`config.mk`:
```
export PLATFORM = sky130hd
export DESIGN_NAME = priority_round_robin_task_scheduler_core
export DESIGN_NICKNAME = d
export VERILOG_FILES = /design/src/hw/rtl/prrts_pkg.sv /design/src/hw/rtl/priority_round_robin_task_scheduler_core.sv
export SDC_FILE = /design/constraint.sdc
export NUM_CORES = 1
export LEC_CHECK = 0
export BUFFER_PORTS_ARGS = -buffer_cell sky130_fd_sc_hd__buf_2
export CAP_MARGIN = 20
export CORE_ASPECT_RATIO = 2
export CORE_MARGIN = 2
export CORE_UTILIZATION = 50
export CTS_CLUSTER_DIAMETER = 120
export DETAILED_ROUTE_END_ITERATION = 8
export HOLD_SLACK_MARGIN = 0.12
export PLACE_DENSITY = 0.64
export SLEW_MARGIN = 5
export SYNTH_ARGS = -nofsm -noshare
export SYNTH_HDL_FRONTEND = slang
export SYNTH_SLANG_ARGS = --single-unit
export TNS_END_PERCENT = 10
```
`constraint.sdc`:
```
create_clock -name aclk -period 7.8 [get_ports aclk]
set_input_delay 1.56 -clock aclk [delete_from_list [all_inputs] [get_ports aclk]]
set_output_delay 1.56 -clock aclk [all_outputs]
set_load 0.01 [all_outputs]
```
`src/hw/rtl/prrts_pkg.sv`:
```
package prrts_pkg;

    // fixed field widths of the item channels
    localparam int KIND_W     = 2;
    localparam int PRIO_REQ_W = 8;
    localparam int TICK_W     = 32;
    localparam int STATUS_W   = 2;
    localparam int TASK_ID_W  = 3;
    localparam int IN_W       = 40;
    localparam int OUT_W      = 40;

    // item kinds carried on s_tuser
    typedef enum logic [KIND_W-1:0] {
        KIND_CREATE = 2'd0,
        KIND_TICK   = 2'd1,
        KIND_DELAY  = 2'd2,
        KIND_YIELD  = 2'd3
    } kind_t;

    // result status codes
    typedef enum logic [STATUS_W-1:0] {
        STATUS_OK       = 2'd0,
        STATUS_FULL     = 2'd1,
        STATUS_BAD_PRIO = 2'd2
    } status_t;

    // sequencer states
    typedef enum logic [1:0] {
        ST_IDLE = 2'd0,
        ST_SCAN = 2'd1,
        ST_PUSH = 2'd2
    } fsm_t;

    // per-slot sleep state held in the slot memory
    typedef struct packed {
        logic              blocked;
        logic [TICK_W-1:0] wake;
    } slot_state_t;

endpackage

```
`src/hw/rtl/priority_round_robin_task_scheduler_core.sv`:
```
// channel  direction  handshake          tdata (lsb first)                  tuser
// s_       in         s_tvalid/s_tready  priority_req[7:0] delay_ticks[39:8] kind[1:0]
// m_       out        m_tvalid/m_tready  status[1:0] running_task[4:2]      -
//                                        created_index[7:5] tick_now[39:8]
//
// create, and delay while idle runs, go from accept through ST_PUSH to the output register.
// tick, yield and delay pass through ST_SCAN and ST_PUSH to the output register: the
// slot memories are read one slot a cycle over tasks_in_use - 1 slots, each read registered.
// one item is in work at a time; a new item is taken while a result waits at m_,
// and its own result then holds in the last cycle until m_ frees up.
// aresetn is synchronous; the slot memories need no clearing, only slots below
// tasks_in_use are read and each is written when it is created.
module priority_round_robin_task_scheduler_core
    import prrts_pkg::*;
#(
    parameter int MAX_TASKS       = 8,
    parameter int LOWEST_PRIORITY = 7
) (
    input  logic             aclk,
    input  logic             aresetn,
    input  logic             s_tvalid,
    output logic             s_tready,
    input  logic [IN_W-1:0]  s_tdata,   // priority_req[7:0], delay_ticks[39:8]
    input  logic [KIND_W-1:0] s_tuser,  // kind[1:0]
    output logic             m_tvalid,
    input  logic             m_tready,
    output logic [OUT_W-1:0] m_tdata    // status[1:0], running_task[4:2],
                                        // created_index[7:5], tick_now[39:8]
);

    localparam int IDX_W  = $clog2(MAX_TASKS);
    localparam int CNT_W  = $clog2(MAX_TASKS + 1);
    localparam int PRIO_W = $clog2(LOWEST_PRIORITY + 2);

    // round-robin successor of a slot, skipping the idle slot
    function automatic logic [IDX_W-1:0] next_slot(input logic [IDX_W-1:0] k,
                                                   input logic [CNT_W-1:0] n);
        logic [CNT_W-1:0] kp;
        kp = CNT_W'(k) + CNT_W'(1);
        if (kp >= n) begin
            return IDX_W'(1);
        end
        return kp[IDX_W-1:0];
    endfunction

    fsm_t                  state_reg, state_next;
    logic [CNT_W-1:0]      in_use_reg, in_use_next;
    logic [IDX_W-1:0]      run_idx_reg, run_idx_next;
    logic [TICK_W-1:0]     tick_reg, tick_next;
    status_t               status_reg, status_next;
    logic [TASK_ID_W-1:0]  created_reg, created_next;
    logic                  scan_tick_reg, scan_tick_next;
    logic [IDX_W-1:0]      ptr_reg, ptr_next;
    logic [CNT_W-1:0]      rem_reg, rem_next;
    logic                  rd_vld_reg, rd_vld_next;
    logic [IDX_W-1:0]      rd_addr_reg, rd_addr_next;
    logic [PRIO_W-1:0]     best_reg, best_next;
    logic [IDX_W-1:0]      pick_reg, pick_next;
    logic                  m_tvalid_reg, m_tvalid_next;
    logic [OUT_W-1:0]      m_tdata_reg, m_tdata_next;

    // slot memories and their ports
    slot_state_t           state_mem [MAX_TASKS];
    logic [PRIO_W-1:0]     prio_mem  [MAX_TASKS];
    slot_state_t           rd_state_reg;
    logic [PRIO_W-1:0]     rd_prio_reg;
    logic                  rd_en;
    logic [IDX_W-1:0]      rd_addr;
    logic                  st_we;
    logic [IDX_W-1:0]      st_waddr;
    slot_state_t           st_wdata;
    logic                  pr_we;
    logic [IDX_W-1:0]      pr_waddr;
    logic [PRIO_W-1:0]     pr_wdata;

    kind_t                 kind;
    logic [PRIO_REQ_W-1:0] prio_req;
    logic [TICK_W-1:0]     delay_ticks;
    logic                  accept;
    logic                  out_free;
    logic                  scan_done;
    logic [TICK_W-1:0]     wake_diff;
    logic                  woke;
    logic                  slot_ready;

    assign kind        = kind_t'(s_tuser);
    assign prio_req    = s_tdata[PRIO_REQ_W-1:0];
    assign delay_ticks = s_tdata[PRIO_REQ_W +: TICK_W];
    assign accept      = s_tvalid && s_tready;
    assign out_free    = !m_tvalid_reg || m_tready;
    assign scan_done   = (rem_reg == '0) && !rd_vld_reg;

    // deadline test on the slot read last cycle
    assign wake_diff  = tick_reg - rd_state_reg.wake;
    assign woke       = scan_tick_reg && rd_state_reg.blocked &&
                        (rd_state_reg.wake != '0) && !wake_diff[TICK_W-1];
    assign slot_ready = !rd_state_reg.blocked || woke;

    // next state
    always_comb begin
        state_next = state_reg;
        case (state_reg)
            ST_IDLE: begin
                if (accept) begin
                    if (kind == KIND_CREATE ||
                        (kind == KIND_DELAY && run_idx_reg == '0)) begin
                        state_next = ST_PUSH;
                    end else begin
                        state_next = ST_SCAN;
                    end
                end
            end
            ST_SCAN: begin
                if (scan_done) begin
                    state_next = ST_PUSH;
                end
            end
            ST_PUSH: begin
                if (out_free) begin
                    state_next = ST_IDLE;
                end
            end
            default: state_next = ST_IDLE;
        endcase
    end

    // datapath and memory ports
    always_comb begin
        s_tready       = (state_reg == ST_IDLE);
        in_use_next    = in_use_reg;
        run_idx_next   = run_idx_reg;
        tick_next      = tick_reg;
        status_next    = status_reg;
        created_next   = created_reg;
        scan_tick_next = scan_tick_reg;
        ptr_next       = ptr_reg;
        rem_next       = rem_reg;
        rd_vld_next    = 1'b0;
        rd_addr_next   = rd_addr_reg;
        best_next      = best_reg;
        pick_next      = pick_reg;
        m_tvalid_next  = m_tvalid_reg && !m_tready;
        m_tdata_next   = m_tdata_reg;
        rd_en          = 1'b0;
        rd_addr        = ptr_reg;
        st_we          = 1'b0;
        st_waddr       = run_idx_reg;
        st_wdata       = '0;
        pr_we          = 1'b0;
        pr_waddr       = in_use_reg[IDX_W-1:0];
        pr_wdata       = PRIO_W'(prio_req);
        case (state_reg)
            ST_IDLE: begin
                if (accept) begin
                    status_next    = STATUS_OK;
                    created_next   = '0;
                    scan_tick_next = (kind == KIND_TICK);
                    ptr_next       = next_slot(run_idx_reg, in_use_reg);
                    rem_next       = in_use_reg - CNT_W'(1);
                    best_next      = PRIO_W'(LOWEST_PRIORITY + 1);
                    pick_next      = '0;
                    case (kind)
                        KIND_CREATE: begin
                            if (in_use_reg >= CNT_W'(MAX_TASKS)) begin
                                status_next = STATUS_FULL;
                            end else if (prio_req > PRIO_REQ_W'(LOWEST_PRIORITY)) begin
                                status_next = STATUS_BAD_PRIO;
                            end else begin
                                pr_we        = 1'b1;
                                st_we        = 1'b1;
                                st_waddr     = in_use_reg[IDX_W-1:0];
                                created_next = TASK_ID_W'(in_use_reg);
                                in_use_next  = in_use_reg + CNT_W'(1);
                            end
                        end
                        KIND_TICK: begin
                            tick_next = tick_reg + TICK_W'(1);
                        end
                        KIND_DELAY: begin
                            if (run_idx_reg != '0) begin
                                st_we            = 1'b1;
                                st_wdata.blocked = 1'b1;
                                st_wdata.wake    = tick_reg + delay_ticks;
                            end
                        end
                        default: begin
                        end
                    endcase
                end
            end
            ST_SCAN: begin
                // issue the next slot read
                if (rem_reg != '0) begin
                    rd_en        = 1'b1;
                    rd_vld_next  = 1'b1;
                    rd_addr_next = ptr_reg;
                    ptr_next     = next_slot(ptr_reg, in_use_reg);
                    rem_next     = rem_reg - CNT_W'(1);
                end
                // wake and compare the slot that came back
                if (rd_vld_reg) begin
                    if (woke) begin
                        st_we    = 1'b1;
                        st_waddr = rd_addr_reg;
                    end
                    if (slot_ready && rd_prio_reg < best_reg) begin
                        best_next = rd_prio_reg;
                        pick_next = rd_addr_reg;
                    end
                end
                if (scan_done) begin
                    run_idx_next = pick_reg;
                end
            end
            ST_PUSH: begin
                if (out_free) begin
                    m_tvalid_next = 1'b1;
                    m_tdata_next  = {tick_reg, created_reg,
                                     TASK_ID_W'(run_idx_reg), status_reg};
                end
            end
            default: begin
            end
        endcase
    end

    assign m_tvalid = m_tvalid_reg;
    assign m_tdata  = m_tdata_reg;

    // control registers
    always_ff @(posedge aclk) begin
        if (!aresetn) begin
            state_reg    <= ST_IDLE;
            in_use_reg   <= CNT_W'(1);
            run_idx_reg  <= '0;
            tick_reg     <= '0;
            rd_vld_reg   <= 1'b0;
            rem_reg      <= '0;
            m_tvalid_reg <= 1'b0;
        end else begin
            state_reg    <= state_next;
            in_use_reg   <= in_use_next;
            run_idx_reg  <= run_idx_next;
            tick_reg     <= tick_next;
            rd_vld_reg   <= rd_vld_next;
            rem_reg      <= rem_next;
            m_tvalid_reg <= m_tvalid_next;
        end
    end

    // payload registers
    always_ff @(posedge aclk) begin
        status_reg    <= status_next;
        created_reg   <= created_next;
        scan_tick_reg <= scan_tick_next;
        ptr_reg       <= ptr_next;
        rd_addr_reg   <= rd_addr_next;
        best_reg      <= best_next;
        pick_reg      <= pick_next;
        m_tdata_reg   <= m_tdata_next;
    end

    // slot memories, one write and one registered read each
    always_ff @(posedge aclk) begin
        if (st_we) begin
            state_mem[st_waddr] <= st_wdata;
        end
        if (pr_we) begin
            prio_mem[pr_waddr] <= pr_wdata;
        end
    end

    always_ff @(posedge aclk) begin
        if (rd_en) begin
            rd_state_reg <= state_mem[rd_addr];
            rd_prio_reg  <= prio_mem[rd_addr];
        end
    end

endmodule

```
==> flow_summary.ini, run 1 <==
[die]
die_area_mm2 = 0.04031
core-area_mm2 = 0.03804
die_width_um = 143.0
initial_core_util_pct = 50.77
io_pins = 88
die_y_um = 281.9
num_rows = 101

[worst_setup_path]
critPathSlowestCell = and3_2
path_cells = buf_2, or4_1, nor2_2, nor4b_4, and2_1, o21bai_1, a222oi_1, and3_2
rr_endpoint = state_mem[1][24]
crit_fanout = 33
r2r-start = rd_state_reg[9]
ff2ff_setup_slack_ps = 3150
cpLargestDelayFamily = simple AND/OR/NAND/NOR gates
worstSetupPathType = primary input to register
crit_end = state_mem[1][24]
ff2ff_path_depth = 8
cp.depth = 8
cp-end-kind = register
worstPathRequired_ps = 7960
path_buf_inv = 1
cpPeakStageDelay_ps = 1070
arrival_ps = 4970
cp-start-kind = primary input
startpoint = s_tdata[6]

[cts]
clk_pin_slew_ps = 70
cts_resized = 0
cts.path.max_buffers = 3
cts_setup_buffers = 0
ctsRootBufferMaster = clkbuf_16
clk_latency_ps = 550
htreeDepth = 2
numClockSinks = 439
cts_buffers = 39
cts_tree = yes
cts_hold_buffers = 0

[drt]
wire_per_inst_um = 23.95
first_pass_iters = 5
remaining_drc_errors = 0
vias = 10841
drt_iter0_markers = 651
totalWireLength_um = 45260
ant_nets = 0
via_per_inst = 5.736

[global_route]
antenna_found_initial = 0
overflow = 0
grt_max_degree = 48
globalRouteTotalUtil_pct = 22.95
first_global_vias = 11158
grt_pass1_wl_um = 67720

[power]
clkPwrFrac_pct = 39.6
p_comb_share_pct = 6.1
power_density_mw_per_mm2 = 220.6
cellInternalPower_mw = 3.758
irDropWorstVdd_uv = 176.0
p_leak_nw = 7.489
power_frac_seq_pct = 54.3
power_switching_mw = 1.037
p_sw_share_pct = 21.62

[logic_synthesis]
synth_edf_count = 392
synthAdderAreaFrac_pct = 5.222
synth.avg_cell_area_um2 = 15.68
ys_seq_elements = 439
synth_compound_area_share_pct = 5.824
async_flop_share_pct = 0
synthXorXnorAreaFrac_pct = 2.540
synth_nets = 1358
synthFlopType = edfxtp_1
ys_types = 69
synthMuxAreaShare_pct = 11.05
yosysSeqAreaShare_pct = 65.82
ys_warn_count = 0
synth_area_mm2 = 0.01931
synth_cells = 1232
synth_top_family_by_area = multiplexers
synthSimpleGateAreaFrac_pct = 7.845

[final_layout]
final_common_cell = edfxtp_1
fin_nets = 1472
diodes = 0
largest_reg_flops = 264
syn2layout_area_growth_pct = 12.54
instances_no_fill = 1890
drive_above_1_share_pct = 22.25
final_util_pct = 57.14
final_cell_mix = edfxtp_1 (392), buf_2 (87), ha_1 (79)
design_area_mm2 = 0.02174

[sta]
rsz0062_at_grt = no
post-route-period-util_pct = 61.74
holdWs_ps = 422.1
slew_headroom_pct = 25.70
setup_tns_ps = 0
slew_violations = 0
hold_viol = 0
setup_violations = 0
max_freq_mhz = 207.6
finalCriticalPeriod_ps = 4816
fin_skew_ps = 14.00
tightest_slew_ps = 1115

[placed_design]
place.gp.congestion = 0.8531
place_area_mm2 = 0.02046
port-buffer-count = 87
dpl.hpwl_um = 31100
placed_cells = 1819

[run_status]
status = completed

[hold_path]
hold_class = register to register

[flow_run]
max-cap-violations = 0
-- kinds of logic (layout without fill, tap and decap cells) --
| kind of cell | Yosys count | count (layout) |
|---|---|---|
| compound gates | 172 | 172 |
| simple gates | 282 | 282 |
| flops | 439 | 439 |
| xor+xnor | 56 | 56 |
| fa+ha+maj | 80 | 80 |
| buf+inv | 87 | 230 |
| mux | 116 | 116 |
-- per-layer routing --
metal | up-vias | track usage, % | routed length, um | share of wire [%]
met5 | - | 0 | 0 | 0
met4 | 0 | 10.94 | 2267 | 5.0
met3 | 104 | 2.734 | 1629 | 3.6
met2 | 275 | 42.68 | 24710 | 55
met1 | 5471 | 25.74 | 16660 | 37
li1 | 4991 | - | - | -
-- worst register-to-register path: stages (launching register included) --
cell	delay, ps
edfxtp_1	390
nor4_1	680
nand4_1	270
o211ai_1	310
inv_1	70
a32oi_1	320
a21oi_1	190
a222oi_1	940
and3_2	1070
-- area by class of cell --
class	instances	area, um2
tap	515	644.4
timing repair buffer	108	613.1
fill	2979	16300
sequential	439	12710
clock inverter	19	177.7
clock buffer	51	1074
multi-input combinational	706	6320
inverter	52	195.2
-- how the worst min path moves through the flow --
stage	from	to	slack [ps]	cells after the start
floorplan	status_reg[0]	m_tdata[0]	400	0
global placement	created_reg[0]	m_tdata[5]	400	0
detailed placement	status_reg[0]	m_tdata[0]	410	0
CTS	created_reg[1]	m_tdata[6]	420	0
global route	status_reg[1]	m_tdata[1]	430	0
finish	status_reg[1]	m_tdata[1]	420	0
-- power by group through the flow --
stage	clock (mW)	combinational (mW)	sequential, mW
CTS	1.94	0.295	2.60
floorplan	0	0.198	2.65
finish	1.90	0.292	2.60
global route	2.02	0.320	2.60
global placement	0	0.290	2.65
detailed placement	0	0.293	2.65
-- metrics by stage --
step	power (mW)	worst slack [ps]
after floorplan	2.843	1445
after global placement	2.944	2170
after detailed placement	2.948	2463
after CTS	4.838	2996
after global routing	4.944	2731
final	4.795	2984
-- synthesized netlist by cell type, types with 15 or more instances --
master	instances	area, um2
and3_1	20	125.1
nor2_1	63	236.5
mux2_2	37	416.7
and2_1	39	244.0
inv_1	50	187.7
edfxtp_1	392	11770
mux4_2	74	1667
ha_1	79	988.5
xor2_1	22	192.7
clkbuf_1	29	108.9
a21o_1	22	165.2
o21ai_0	29	145.1
a21oi_1	52	260.3
nand2b_1	15	93.84
xnor2_1	34	297.8
nand2_1	49	183.9
dfxtp_1	47	940.9
nand3_1	21	105.1
Power figures use the tool's default switching activity.
==> run 2, diff against run 1 <==
- clock period: 7.8 -> 5.05 ns (I/O delays scaled with it)
==> flow_summary.ini, run 2 (same netlist as run 1, synthesis figures left out) <==
[sta]
finalCriticalPeriod_ps = 4201
fin_skew_ps = 17.00
slew_violations = 0
tightest_slew_ps = 963.2
setup_violations = 0
hold_viol = 0
setup_tns_ps = 0
max_freq_mhz = 238.0
post-route-period-util_pct = 83.19
rsz0062_at_grt = no
slew_headroom_pct = 34.94

[power]
power_frac_seq_pct = 54.9
cellInternalPower_mw = 5.759
p_sw_share_pct = 21.20
p_total_mw = 7.308
clkPwrFrac_pct = 38.9
power_density_mw_per_mm2 = 337.3
irDropWorstVdd_uv = 281.0
power_switching_mw = 1.549
p_leak_nw = 7.475
p_comb_share_pct = 6.2

[die]
initial_core_util_pct = 50.77
core-area_mm2 = 0.03804
die_y_um = 281.9
die_width_um = 143.0
num_rows = 101
io_pins = 88
die_area_mm2 = 0.04031

[worst_setup_path]
cp-start-kind = primary input
path_cells = buf_2, ha_1, a211oi_1, o21bai_1, o211a_1, o211ai_1, o31ai_1, a2111oi_0, nor3_1, a31oi_1, mux2i_1
worstSetupPathType = primary input to register
cpPeakStageDelay_ps = 580
cp-end-kind = register
cpLargestDelayFamily = compound AO/OA/AOI/OAI gates
critPathSlowestCell = a2111oi_0
arrival_ps = 4460
startpoint = s_tdata[9]
worstPathRequired_ps = 5310
path_buf_inv = 1
crit_fanout = 8
r2r-start = rd_state_reg[9]

[global_route]
grt_max_degree = 80
globalRouteTotalUtil_pct = 22.64
first_global_vias = 11354
antenna_found_initial = 0
grt_pass1_wl_um = 67090
overflow = 0

[cts]
htreeDepth = 2
cts_setup_buffers = 0
clk_pin_slew_ps = 70
cts_hold_buffers = 0
cts_tree = yes
cts_buffers = 39
cts_resized = 0
clk_latency_ps = 540
ctsRootBufferMaster = clkbuf_16
numClockSinks = 439
cts.path.max_buffers = 3

[run_status]
status = completed

[drt]
first_pass_iters = 5
ant_nets = 0
remaining_drc_errors = 0
wire_per_inst_um = 23.59
via_per_inst = 5.778
vias = 10909
drt_iter0_markers = 620
totalWireLength_um = 44540

[final_layout]
design_area_mm2 = 0.02166
drive_above_1_share_pct = 21.78
largest_reg_flops = 264
fin_nets = 1473
syn2layout_area_growth_pct = 12.17
nFillCells = 3021
final_common_cell = edfxtp_1
final_cell_mix = edfxtp_1 (392), buf_2 (87), ha_1 (79)
diodes = 0
final_util_pct = 56.95

[placed_design]
dpl.hpwl_um = 29060
place_area_mm2 = 0.02048
place.gp.congestion = 0.8492
port-buffer-count = 87

[hold_path]
hold_class = register to register
hold_start = created_reg[2]

[flow_run]
max-cap-violations = 0
## run 2: changes by cell type in the layout (fill, tap and decap cells not counted), sizes merged
cell and change:
buf +1, bufinv +1, clkbuf -2, clkinv +5, clkinvlp -5, inv -2
## run 2: worst paths after layout
kind,cells after the start,slack (ps),end
min reg2reg,0,420,m_tdata[7]
min,0,420,m_tdata[7]
max reg2reg,10,880,state_mem[3][22]
max,11,850,state_mem[4][31]
## run 2: power groups by stage
| stage | sequential, mW | clock (mW) | combinational (mW) |
|---|---|---|---|
| 5_1_grt | 4.01 | 3.03 | 0.497 |
| 4_1_cts | 4.01 | 2.90 | 0.467 |
| 6_report | 4.01 | 2.84 | 0.457 |
| 2_1_floorplan | 4.09 | 0 | 0.306 |
| 3_5_place_dp | 4.09 | 0 | 0.464 |
| 3_3_place_gp | 4.09 | 0 | 0.458 |
## run 2: cell type report
class                      instances  area [um2]  share of cell area (%)
clock buffer                      49        1013                   4.678
clock inverter                    18       165.2                  0.7624
inverter                          52       195.2                  0.9010
multi-input combinational        706        6320                   29.17
sequential                       439       12710                   58.68
tap                              515       644.4                   2.974
timing repair buffer             109       613.1                   2.830
## run 2: worst reg2reg max path, cell delays in order (launching register included)
cell	delay (ps)
edfxtp_1	400
nor4_1	790
nand4_1	240
o211ai_1	310
inv_1	70
a32oi_1	440
a21oi_1	230
a222oi_1	350
buf_4	230
nor3b_2	170
buf_4	550
## run 2: per-stage QoR
step	worst slack, ps	instances	hold slack [ps]
2_1_floorplan	-754.9	1232	400.3
3_3_place_gp	518.9	1821	401.6
3_5_place_dp	470.9	1821	404.5
4_1_cts	943.8	1888	417.6
5_1_grt	719.3	1888	418.1
6_report	848.9	1888	416.8
## run 2: per-layer routing
| metal | track usage, % | up-vias | share of wire (%) |
|---|---|---|---|
| met1 | 24.62 | 5530 | 36 |
| met2 | 43.22 | 275 | 56 |
| met4 | 10.54 | 0 | 4.7 |
| li1 | - | 4991 | - |
| met5 | 0 | - | 0 |
| met3 | 2.446 | 113 | 3.5 |
